===== config.mk =====
export PLATFORM = sky130hd
export DESIGN_NAME = positional_list_engine_flat
export DESIGN_NICKNAME = d
export VERILOG_FILES = /design/src/rtl/core/ple_pkg.sv /design/src/rtl/core/ple_req_if.sv /design/src/rtl/core/ple_rsp_if.sv /design/src/rtl/core/ple_cell.sv /design/src/rtl/core/ple_first_match.sv /design/src/rtl/core/positional_list_engine.sv /design/src/flat_wrapper.sv
export SDC_FILE = /design/constraint.sdc
export NUM_CORES = 2
export LEC_CHECK = 0
export BUFFER_PORTS_ARGS = -buffer_cell sky130_fd_sc_hd__buf_2
export CAP_MARGIN = 20
export CELL_PAD_IN_SITES_DETAIL_PLACEMENT = 2
export CELL_PAD_IN_SITES_GLOBAL_PLACEMENT = 2
export CORE_ASPECT_RATIO = 1.25
export CORE_MARGIN = 5
export CORE_UTILIZATION = 47
export CTS_CLUSTER_DIAMETER = 30
export DETAILED_ROUTE_END_ITERATION = 12
export PLACE_DENSITY = 0.95
export SYNTH_ARGS = -nofsm -noshare
export SYNTH_HDL_FRONTEND = slang
export SYNTH_HIERARCHICAL = 1
export SYNTH_SLANG_ARGS = --single-unit

===== constraint.sdc =====
create_clock -name clock -period 63.1 [get_ports clock]
set_input_delay 9.465 -clock clock [delete_from_list [all_inputs] [get_ports clock]]
set_output_delay 9.465 -clock clock [all_outputs]
set_load 0.01 [all_outputs]

===== src/rtl/core/ple_pkg.sv =====
package ple_pkg;

   // Default number of entries the list can hold
   localparam int PLE_CAPACITY = 64;

   // Fixed field widths of the request and response transactions
   localparam int PLE_CMD_W = 2;
   localparam int PLE_POS_W = 7;
   localparam int PLE_VAL_W = 8;

   // Request command codes
   localparam logic [PLE_CMD_W-1:0] PLE_CMD_INSERT = 2'd0;
   localparam logic [PLE_CMD_W-1:0] PLE_CMD_DELETE = 2'd1;
   localparam logic [PLE_CMD_W-1:0] PLE_CMD_GET    = 2'd2;
   localparam logic [PLE_CMD_W-1:0] PLE_CMD_LOCATE = 2'd3;

   // Broadcast shift control seen by every cell
   typedef struct packed {
      logic insert;
      logic remove;
   } ple_ctrl_type;

endpackage


===== src/rtl/core/ple_req_if.sv =====
interface ple_req_if import ple_pkg::*; ();
   logic                 valid;
   logic                 ready;
   logic [PLE_CMD_W-1:0] command;
   logic [PLE_POS_W-1:0] position;
   logic [PLE_VAL_W-1:0] value;

   modport source (output valid, output command, output position, output value, input ready);
   modport sink   (input valid, input command, input position, input value, output ready);
endinterface


===== src/rtl/core/ple_rsp_if.sv =====
interface ple_rsp_if import ple_pkg::*; ();
   logic                 valid;
   logic                 ready;
   logic                 ok;
   logic [PLE_VAL_W-1:0] read_value;
   logic [PLE_POS_W-1:0] found_at;
   logic [PLE_POS_W-1:0] length;

   modport source (output valid, output ok, output read_value, output found_at,
                   output length, input ready);
   modport sink   (input valid, input ok, input read_value, input found_at,
                   input length, output ready);
endinterface


===== src/rtl/core/ple_cell.sv =====
module ple_cell import ple_pkg::*; #(
   parameter int CAPACITY = PLE_CAPACITY,
   parameter int INDEX    = 0,
   localparam int IW = $clog2(CAPACITY),
   localparam int CW = $clog2(CAPACITY + 1)
) (
   input  logic                 clock,
   input  ple_ctrl_type         ctrl,
   input  logic [IW-1:0]        target,
   input  logic [CW-1:0]        count,
   input  logic [PLE_VAL_W-1:0] left_entry,
   input  logic [PLE_VAL_W-1:0] right_entry,
   input  logic [PLE_VAL_W-1:0] new_value,
   output logic [PLE_VAL_W-1:0] entry,
   output logic                 match,
   output logic [PLE_VAL_W-1:0] read_data
);

   localparam logic [IW-1:0] MY_SLOT  = IW'(INDEX);
   localparam logic [CW-1:0] MY_COUNT = CW'(INDEX);

   logic [PLE_VAL_W-1:0] entry_ff;
   logic [PLE_VAL_W-1:0] entry_in;

   // Take the new value, shift back from the left, close up from the right, or hold
   always_comb begin
      priority if (ctrl.insert && (MY_SLOT == target)) begin
         entry_in = new_value;
      end else if (ctrl.insert && (MY_SLOT > target)) begin
         entry_in = left_entry;
      end else if (ctrl.remove && (MY_SLOT >= target)) begin
         entry_in = right_entry;
      end else begin
         entry_in = entry_ff;
      end
   end

   always_ff @(posedge clock) begin
      entry_ff <= entry_in;
   end

   // Compare and read taps; only occupied cells may match
   assign entry     = entry_ff;
   assign match     = (MY_COUNT < count) && (entry_ff == new_value);
   assign read_data = (MY_SLOT == target) ? entry_ff : '0;

endmodule


===== src/rtl/core/ple_first_match.sv =====
module ple_first_match import ple_pkg::*; #(
   parameter int CAPACITY = PLE_CAPACITY,
   localparam int CW = $clog2(CAPACITY + 1)
) (
   input  logic [CAPACITY-1:0] match,
   output logic [CW-1:0]       found
);

   logic [CAPACITY-1:0] first;

   // Isolate the lowest set bit, then encode it as a 1-based position
   assign first = match & (~match + CAPACITY'(1));

   always_comb begin
      found = '0;
      for (int k = 0; k < CAPACITY; k++) begin
         found = found | (first[k] ? CW'(k + 1) : '0);
      end
   end

endmodule


===== src/rtl/core/positional_list_engine.sv =====
// Positional list engine: an ordered list of byte entries held in a row of
// cells, each cell one entry, shifting with its neighbours.
// Request channel (req_chan) carries command, 1-based position and value;
// commands are insert, delete, get by position and locate by value.
// Response channel (rsp_chan) returns ok, read_value, found_at and the
// list length after the operation, one response per request.
// Latency: a response is valid in the cycle after its request is taken.
// Throughput: one transaction per cycle; every cell shifts and compares in
// the same cycle, and the first-match encoder over all cells sets the path.
// The response register frees as it is taken, so requests keep flowing
// while the receiver takes each response.
// Stall: when a response waits untaken, req_chan.ready drops until it goes.
// Reset (synchronous, active high) empties the list, drops rsp valid and
// holds req_chan.ready low; entry contents are not cleared and are never
// read before being written.
// A bad position or an insert into a full list returns ok low and leaves
// the list unchanged; locate always returns ok high.
module positional_list_engine import ple_pkg::*; #(
   parameter int CAPACITY = PLE_CAPACITY
) (
   input  logic     clock,
   input  logic     reset,
   ple_req_if.sink  req_chan,
   ple_rsp_if.source rsp_chan
);

   localparam int IW = $clog2(CAPACITY);
   localparam int CW = $clog2(CAPACITY + 1);
   localparam int PW = (CW > PLE_POS_W) ? CW : PLE_POS_W;
   localparam logic [CW-1:0] FULL = CW'(CAPACITY);

   logic [CW-1:0]        count_ff, count_in;
   logic                 rsp_valid_ff;
   logic                 ok_ff, ok_in;
   logic [PLE_VAL_W-1:0] read_ff, read_in;
   logic [PLE_POS_W-1:0] found_ff, found_in;

   logic                 accept;
   logic [PW-1:0]        pos_ext, cnt_ext;
   logic                 pos_ok, ins_ok;
   logic [IW-1:0]        target;
   ple_ctrl_type         ctrl;

   logic [PLE_VAL_W-1:0] entries [CAPACITY];
   logic [PLE_VAL_W-1:0] reads   [CAPACITY];
   logic [CAPACITY-1:0]  match;
   logic [PLE_VAL_W-1:0] read_any;
   logic [CW-1:0]        found;

   // Handshake: out of reset, take a request whenever the response slot is free or leaving
   assign req_chan.ready = !reset && (!rsp_valid_ff || rsp_chan.ready);
   assign accept         = req_chan.valid && req_chan.ready;

   // Position checks
   assign pos_ext = PW'(req_chan.position);
   assign cnt_ext = PW'(count_ff);
   assign pos_ok  = (pos_ext != '0) && (pos_ext <= cnt_ext);
   assign ins_ok  = (pos_ext != '0) && ((pos_ext - PW'(1)) <= cnt_ext) && (count_ff != FULL);
   assign target  = IW'(pos_ext - PW'(1));

   assign ctrl.insert = accept && (req_chan.command == PLE_CMD_INSERT) && ins_ok;
   assign ctrl.remove = accept && (req_chan.command == PLE_CMD_DELETE) && pos_ok;

   // Row of cells
   for (genvar k = 0; k < CAPACITY; k++) begin : g_cell
      logic [PLE_VAL_W-1:0] left_entry;
      logic [PLE_VAL_W-1:0] right_entry;

      if (k == 0) begin : g_head
         assign left_entry = entries[k];
      end else begin : g_body_l
         assign left_entry = entries[k-1];
      end
      if (k == CAPACITY - 1) begin : g_tail
         assign right_entry = entries[k];
      end else begin : g_body_r
         assign right_entry = entries[k+1];
      end

      ple_cell #(
         .CAPACITY (CAPACITY),
         .INDEX    (k)
      ) u_cell (
         .clock       (clock),
         .ctrl        (ctrl),
         .target      (target),
         .count       (count_ff),
         .left_entry  (left_entry),
         .right_entry (right_entry),
         .new_value   (req_chan.value),
         .entry       (entries[k]),
         .match       (match[k]),
         .read_data   (reads[k])
      );
   end

   // Gather the addressed entry
   always_comb begin
      read_any = '0;
      for (int k = 0; k < CAPACITY; k++) begin
         read_any = read_any | reads[k];
      end
   end

   ple_first_match #(
      .CAPACITY (CAPACITY)
   ) u_first_match (
      .match (match),
      .found (found)
   );

   // Result and length update
   always_comb begin
      count_in = count_ff;
      ok_in    = 1'b0;
      read_in  = '0;
      found_in = '0;
      unique case (req_chan.command)
         PLE_CMD_INSERT: begin
            ok_in = ins_ok;
            if (ctrl.insert) count_in = count_ff + CW'(1);
         end
         PLE_CMD_DELETE: begin
            ok_in = pos_ok;
            if (ctrl.remove) count_in = count_ff - CW'(1);
         end
         PLE_CMD_GET: begin
            ok_in   = pos_ok;
            read_in = pos_ok ? read_any : '0;
         end
         PLE_CMD_LOCATE: begin
            ok_in    = 1'b1;
            found_in = PLE_POS_W'(found);
         end
         default: begin
            ok_in = 1'b0;
         end
      endcase
   end

   // Control state
   always_ff @(posedge clock) begin
      if (reset) begin
         count_ff     <= '0;
         rsp_valid_ff <= 1'b0;
      end else begin
         if (accept) count_ff <= count_in;
         if (accept) begin
            rsp_valid_ff <= 1'b1;
         end else if (rsp_chan.ready) begin
            rsp_valid_ff <= 1'b0;
         end
      end
   end

   // Response payload
   always_ff @(posedge clock) begin
      if (accept) begin
         ok_ff    <= ok_in;
         read_ff  <= read_in;
         found_ff <= found_in;
      end
   end

   assign rsp_chan.valid      = rsp_valid_ff;
   assign rsp_chan.ok         = ok_ff;
   assign rsp_chan.read_value = read_ff;
   assign rsp_chan.found_at   = found_ff;
   assign rsp_chan.length     = PLE_POS_W'(count_ff);

endmodule


===== src/flat_wrapper.sv =====
// flat-port wrapper written by rule: the top's interface ports become plain ports
module positional_list_engine_flat import ple_pkg::*;
#(
   parameter int CAPACITY = PLE_CAPACITY
)
  (clock, reset, req_chan_valid, req_chan_command, req_chan_position, req_chan_value, req_chan_ready, rsp_chan_valid, rsp_chan_ok, rsp_chan_read_value, rsp_chan_found_at, rsp_chan_length, rsp_chan_ready);
  ple_req_if req_chan_i ();
  ple_rsp_if rsp_chan_i ();
  input  logic clock;
  input  logic reset;
  input wire logic [$bits(req_chan_i.valid)-1:0] req_chan_valid;
  input wire logic [$bits(req_chan_i.command)-1:0] req_chan_command;
  input wire logic [$bits(req_chan_i.position)-1:0] req_chan_position;
  input wire logic [$bits(req_chan_i.value)-1:0] req_chan_value;
  output wire logic [$bits(req_chan_i.ready)-1:0] req_chan_ready;
  output wire logic [$bits(rsp_chan_i.valid)-1:0] rsp_chan_valid;
  output wire logic [$bits(rsp_chan_i.ok)-1:0] rsp_chan_ok;
  output wire logic [$bits(rsp_chan_i.read_value)-1:0] rsp_chan_read_value;
  output wire logic [$bits(rsp_chan_i.found_at)-1:0] rsp_chan_found_at;
  output wire logic [$bits(rsp_chan_i.length)-1:0] rsp_chan_length;
  input wire logic [$bits(rsp_chan_i.ready)-1:0] rsp_chan_ready;
  assign req_chan_i.valid = req_chan_valid;
  assign req_chan_i.command = req_chan_command;
  assign req_chan_i.position = req_chan_position;
  assign req_chan_i.value = req_chan_value;
  assign req_chan_ready = req_chan_i.ready;
  assign rsp_chan_valid = rsp_chan_i.valid;
  assign rsp_chan_ok = rsp_chan_i.ok;
  assign rsp_chan_read_value = rsp_chan_i.read_value;
  assign rsp_chan_found_at = rsp_chan_i.found_at;
  assign rsp_chan_length = rsp_chan_i.length;
  assign rsp_chan_i.ready = rsp_chan_ready;
  positional_list_engine #(.CAPACITY(CAPACITY)) u_core (.clock(clock), .reset(reset), .req_chan(req_chan_i), .rsp_chan(rsp_chan_i));
endmodule

==> results.sh, run 1 <==
export IMPL_status="stopped before the end"
export IMPL_failing_step="global routing (5_1_grt)"
export IMPL_tool_error="[ERROR GRT-0232] Routing congestion too high. Check the congestion heatmap in the GUI."
export IMPL_die_y_um=362
export IMPL_place_hpwl_mm=165
export IMPL_postCtsResizedCells=0
export IMPL_clk_path_buf_depth=3
export IMPL_synth_async_reset_ratio_pct=0
export IMPL_num_io_pins=46
export IMPL_grt_overflow_total=30
export IMPL_synth_warnings=6
export IMPL_cts_root_buf="clkbuf_16"
export IMPL_dieWidth_um=291
export IMPL_netlist_area_leader_share_pct=34.1
export IMPL_synth_cells=4694
export IMPL_antenna_found_initial=57
export IMPL_start_util_pct=47.2
export IMPL_h_tree_depth=4
export IMPL_synth_cell_types=163
export IMPL_syn_nets=4742
export IMPL_synthTopCellsByArea="edfxtp_1 34%, xnor2_1 9.0%, and2_1 5.5%, nor4_1 2.5%, nand4_1 2.5%"
export IMPL_grt_usage_pct=84.7
export IMPL_numCtsBuffers=144
export IMPL_synth_top_area_cell="edfxtp_1"
export IMPL_post_cts_buffers=0
export IMPL_gp_congestion=0.981
export IMPL_yosys_register_bits=536
export IMPL_synth_top_flop_cell="edfxtp_1"
export IMPL_ctsHoldBuffers=0
export IMPL_cts_sinks=536
export IMPL_yosysSeqAreaShare_pct=34.4
export IMPL_netlist_area_um2=46500
export IMPL_numPortBuffers=45
export IMPL_grt_start_max_net_pins=96
export IMPL_synth_enable_flop_cells=528
export IMPL_floorplan_rows=129
export IMPL_synth_area_per_cell_um2=9.91
==> kinds of logic after synthesis <==
logic type      Yosys count  synth area share, %
compound gates         1104                 19.7
xor+xnor                520                 9.79
fa+ha+maj                27                0.742
buf+inv                 407                 4.43
flops                   536                 34.4
mux                     119                 2.81
simple gates           1981                 28.1
==> layer usage <==
metal / global-route usage [%] / GRT overflow
met2: 93.7 / 5
met3: 79.3 / 5
met5: 61.7 / 0
met4: 83.0 / 19
met1: 83.3 / 1
==> cell usage after synthesis, drive strengths merged (100+ instances only) <==
master	count
nand3	100
and3	177
and2	421
o21ai	155
xnor2	478
nor2	182
a21oi	108
nor3	198
edfxtp	528
nor4	209
inv	234
buf	124
nand2	132
nand4	194
==> metrics by stage <==
| step | area (µm²) | setup WS [ps] | cells |
|---|---|---|---|
| CTS | 53100 | 43620 | 6217 |
| detailed placement | 48000 | 43640 | 5951 |
| global placement | 48000 | 43690 | 5950 |
| floorplan | 46500 | 30970 | 4694 |
==> run 2, diff against run 1 <==
--- a/config.mk
+++ b/config.mk
@@ -7,14 +7,10 @@
 export LEC_CHECK = 0
 export BUFFER_PORTS_ARGS = -buffer_cell sky130_fd_sc_hd__buf_2
 export CAP_MARGIN = 20
-export CELL_PAD_IN_SITES_DETAIL_PLACEMENT = 2
-export CELL_PAD_IN_SITES_GLOBAL_PLACEMENT = 2
-export CORE_ASPECT_RATIO = 1.25
 export CORE_MARGIN = 5
-export CORE_UTILIZATION = 47
-export CTS_CLUSTER_DIAMETER = 30
+export CORE_UTILIZATION = 39
 export DETAILED_ROUTE_END_ITERATION = 12
-export PLACE_DENSITY = 0.95
+export PLACE_DENSITY_LB_ADDON = 0.15
 export SYNTH_ARGS = -nofsm -noshare
 export SYNTH_HDL_FRONTEND = slang
 export SYNTH_HIERARCHICAL = 1
==> results.sh, run 2 <==
export IMPL_grt_start_max_net_pins=149
export IMPL_dieWidth_um=355
export IMPL_placed_cell_area_um2=48400
export IMPL_dieArea_um2=126000
export IMPL_min_delay_start="u_core/rsp_chan.valid"
export IMPL_min_period_ps=19380
export IMPL_synth_top_flop_cell="edfxtp_1"
export IMPL_timing_rr_start="u_core/rsp_chan.length[2]"
export IMPL_rsz0062_at_grt="false"
export IMPL_first_pass_iters=6
export IMPL_drc_errors=0
export IMPL_fmax_ghz=0.0516
export IMPL_synth_commonest_cells="528 x edfxtp_1, 478 x xnor2_1, 411 x and2_1"
export IMPL_numCtsBuffers=68
export IMPL_grt_usage_pct=30.0
export IMPL_viasPerCell=6.80
export IMPL_maxSlewViolCount=0
export IMPL_fin_skew_ps=20.2
export IMPL_syn_nets=4742
export IMPL_critPathCaptureType="output port"
export IMPL_clkTransAtPathRegs_ps=60
export IMPL_floorplan_rows=126
export IMPL_drive_gt1_share_pct=14.0
export IMPL_finalCritPeriodShare_pct=30.7
export IMPL_yosysMostFrequentCell="edfxtp_1"
export IMPL_vias=42906
export IMPL_grt_overflow_total=0
export IMPL_critical_path_class="in2out"
export IMPL_final_common_cell="edfxtp_1"
export IMPL_status="complete, no violations"
export IMPL_wl_met1_mm=83.8
export IMPL_hold_class="reg2reg"
export IMPL_fin_cells=6312
export IMPL_synth_top_area_cell="edfxtp_1"
export IMPL_synth_async_reset_ratio_pct=0
export IMPL_fin_nets=4769
export IMPL_first_iter_violations=5818
export IMPL_yosys_register_bits=536
export IMPL_highest_layer="met5"
export IMPL_clk_path_buf_depth=3
export IMPL_ctsHoldBuffers=0
export IMPL_largest_reg_flops=512
export IMPL_ir_worst_vdd_mv=0.0131
export IMPL_gp_congestion=0.948
export IMPL_wl_met3_mm=20.7
export IMPL_numPortBuffers=45
export IMPL_holdWs_ps=628
export IMPL_min_path_cells=3
export IMPL_synth_warnings=6
export IMPL_grt_pass1_vias=40037
export IMPL_syn2layout_area_growth_pct=8.66
export IMPL_design_area_um2=50600
export IMPL_antenna_found_initial=6
export IMPL_die_y_um=355
export IMPL_h_tree_depth=3
export IMPL_leakagePower_nw=17.1
export IMPL_synthTopCellsByArea="edfxtp_1 34%, xnor2_1 9.0%, and2_1 5.5%, nor4_1 2.5%, nand4_1 2.5%"
export IMPL_worstPathRequired_ps=53630
export IMPL_routed_wl_met2_mm=85.5
export IMPL_min_to="u_core/rsp_chan.valid"
export IMPL_reg2reg_depth=14
export IMPL_core_um2=118000
export IMPL_power_density_nw_per_um2=19.0
export IMPL_dp_cells=6182
export IMPL_grt_pass1_wl_mm=286
export IMPL_synth_cells=4694
export IMPL_clk_latency_ps=640
export IMPL_cts_sinks=536
export IMPL_path_max_fanout=2
export IMPL_routedWlPerCell_um=31.4
export IMPL_post_cts_buffers=0
export IMPL_postCtsResizedCells=0
export IMPL_netlist_area_um2=46500
export IMPL_netlist_area_leader_share_pct=34.1
export IMPL_reg2reg_to="u_core/g_cell[52].u_cell/entry[6]"
export IMPL_synth_enable_flop_cells=528
export IMPL_max_cap_violations=0
export IMPL_start_util_pct=39.3
export IMPL_n_fill_cell=11381
export IMPL_cts_root_buf="clkbuf_16"
export IMPL_num_io_pins=46
export IMPL_place_hpwl_mm=130
export IMPL_wl_mm=198
export IMPL_setup_viol=0
export IMPL_setup_tns_ps=0
export IMPL_regToRegSetupSlack_ps=57040
export IMPL_cp_start_kind="input port"
export IMPL_worstPathArrival_ps=9910
export IMPL_slew_headroom_pct=16.5
export IMPL_final_cell_mix="528 x edfxtp_1, 477 x xnor2_1, 411 x and2_1"
export IMPL_hold_violations=0
export IMPL_worst_pin_slew_ps=1240
export IMPL_detail_route_antenna_nets=0
export IMPL_cts_tree="yes"
export IMPL_synth_area_per_cell_um2=9.91
export IMPL_synth_cell_types=163
export IMPL_yosysSeqAreaShare_pct=34.4
-- run 2: cell counts after synthesis --
Identical to the previous run, type by type.
-- run 2: per-stage QoR --
step	setup slack (ps)	power [mW]	utilization (%)
6_report	43720	0.959	42.8
5_1_grt	43670	0.986	42.8
4_1_cts	43720	0.960	42.7
3_5_place_dp	43730	0.564	40.9
3_3_place_gp	43680	0.562	40.9
2_1_floorplan	30970	0.507	-
-- run 2: critical path, stage by stage --
cell     delay (ps)
buf_2           100
nor2b_1         160
nor2_1           60
buf_2           130
-- run 2: worst max path at each step --
stage / start / end / slack [ps]
final: rsp_chan_ready / req_chan_ready / 43720
after global routing: rsp_chan_ready / req_chan_ready / 43670
after CTS: rsp_chan_ready / req_chan_ready / 43720
after detailed placement: rsp_chan_ready / req_chan_ready / 43730
after global placement: rsp_chan_ready / req_chan_ready / 43680
after floorplan: req_chan_position[0] / u_core/g_cell[52].u_cell/entry[6] / 30970
-- run 2: area by class of cell --
type / instances / area (µm²) / area share [%]
diodes: 3 / 7.51 / 0.0148
clock buffers: 89 / 1840 / 3.65
clock inverters: 33 / 319 / 0.631
inverters: 235 / 897 / 1.77
multi-input cells: 3751 / 28500 / 56.4
flip-flops and latches: 536 / 16000 / 31.7
well taps: 1536 / 1920 / 3.80
repair buffers: 129 / 1000 / 1.98
-- run 2: power by group --
group          switching [mW]  internal, mW  total (mW)
logic                   0.112        0.0471       0.159
clock network           0.167         0.230       0.397
registers             0.00954         0.393       0.403
total                   0.288         0.671       0.959
-- run 2: metal layers --
layer,track usage [%],up-vias
met5,0,-
met4,12.2,2
met3,5.50,447
met2,44.8,2675
met1,42.6,21274
li1,-,18508
-- run 2: logic make-up after synthesis --
| family | synth area share (%) |
|---|---|
| DFF | 34.4 |
| adders and majority gates | 0.742 |
| xor gates and xnor gates | 9.79 |
| AOI/OAI and AO/OA | 19.7 |
| muxes | 2.81 |
| and+or+nand+nor | 28.1 |
| buffers and inverters | 4.43 |
Power figures use the tool's default switching activity.
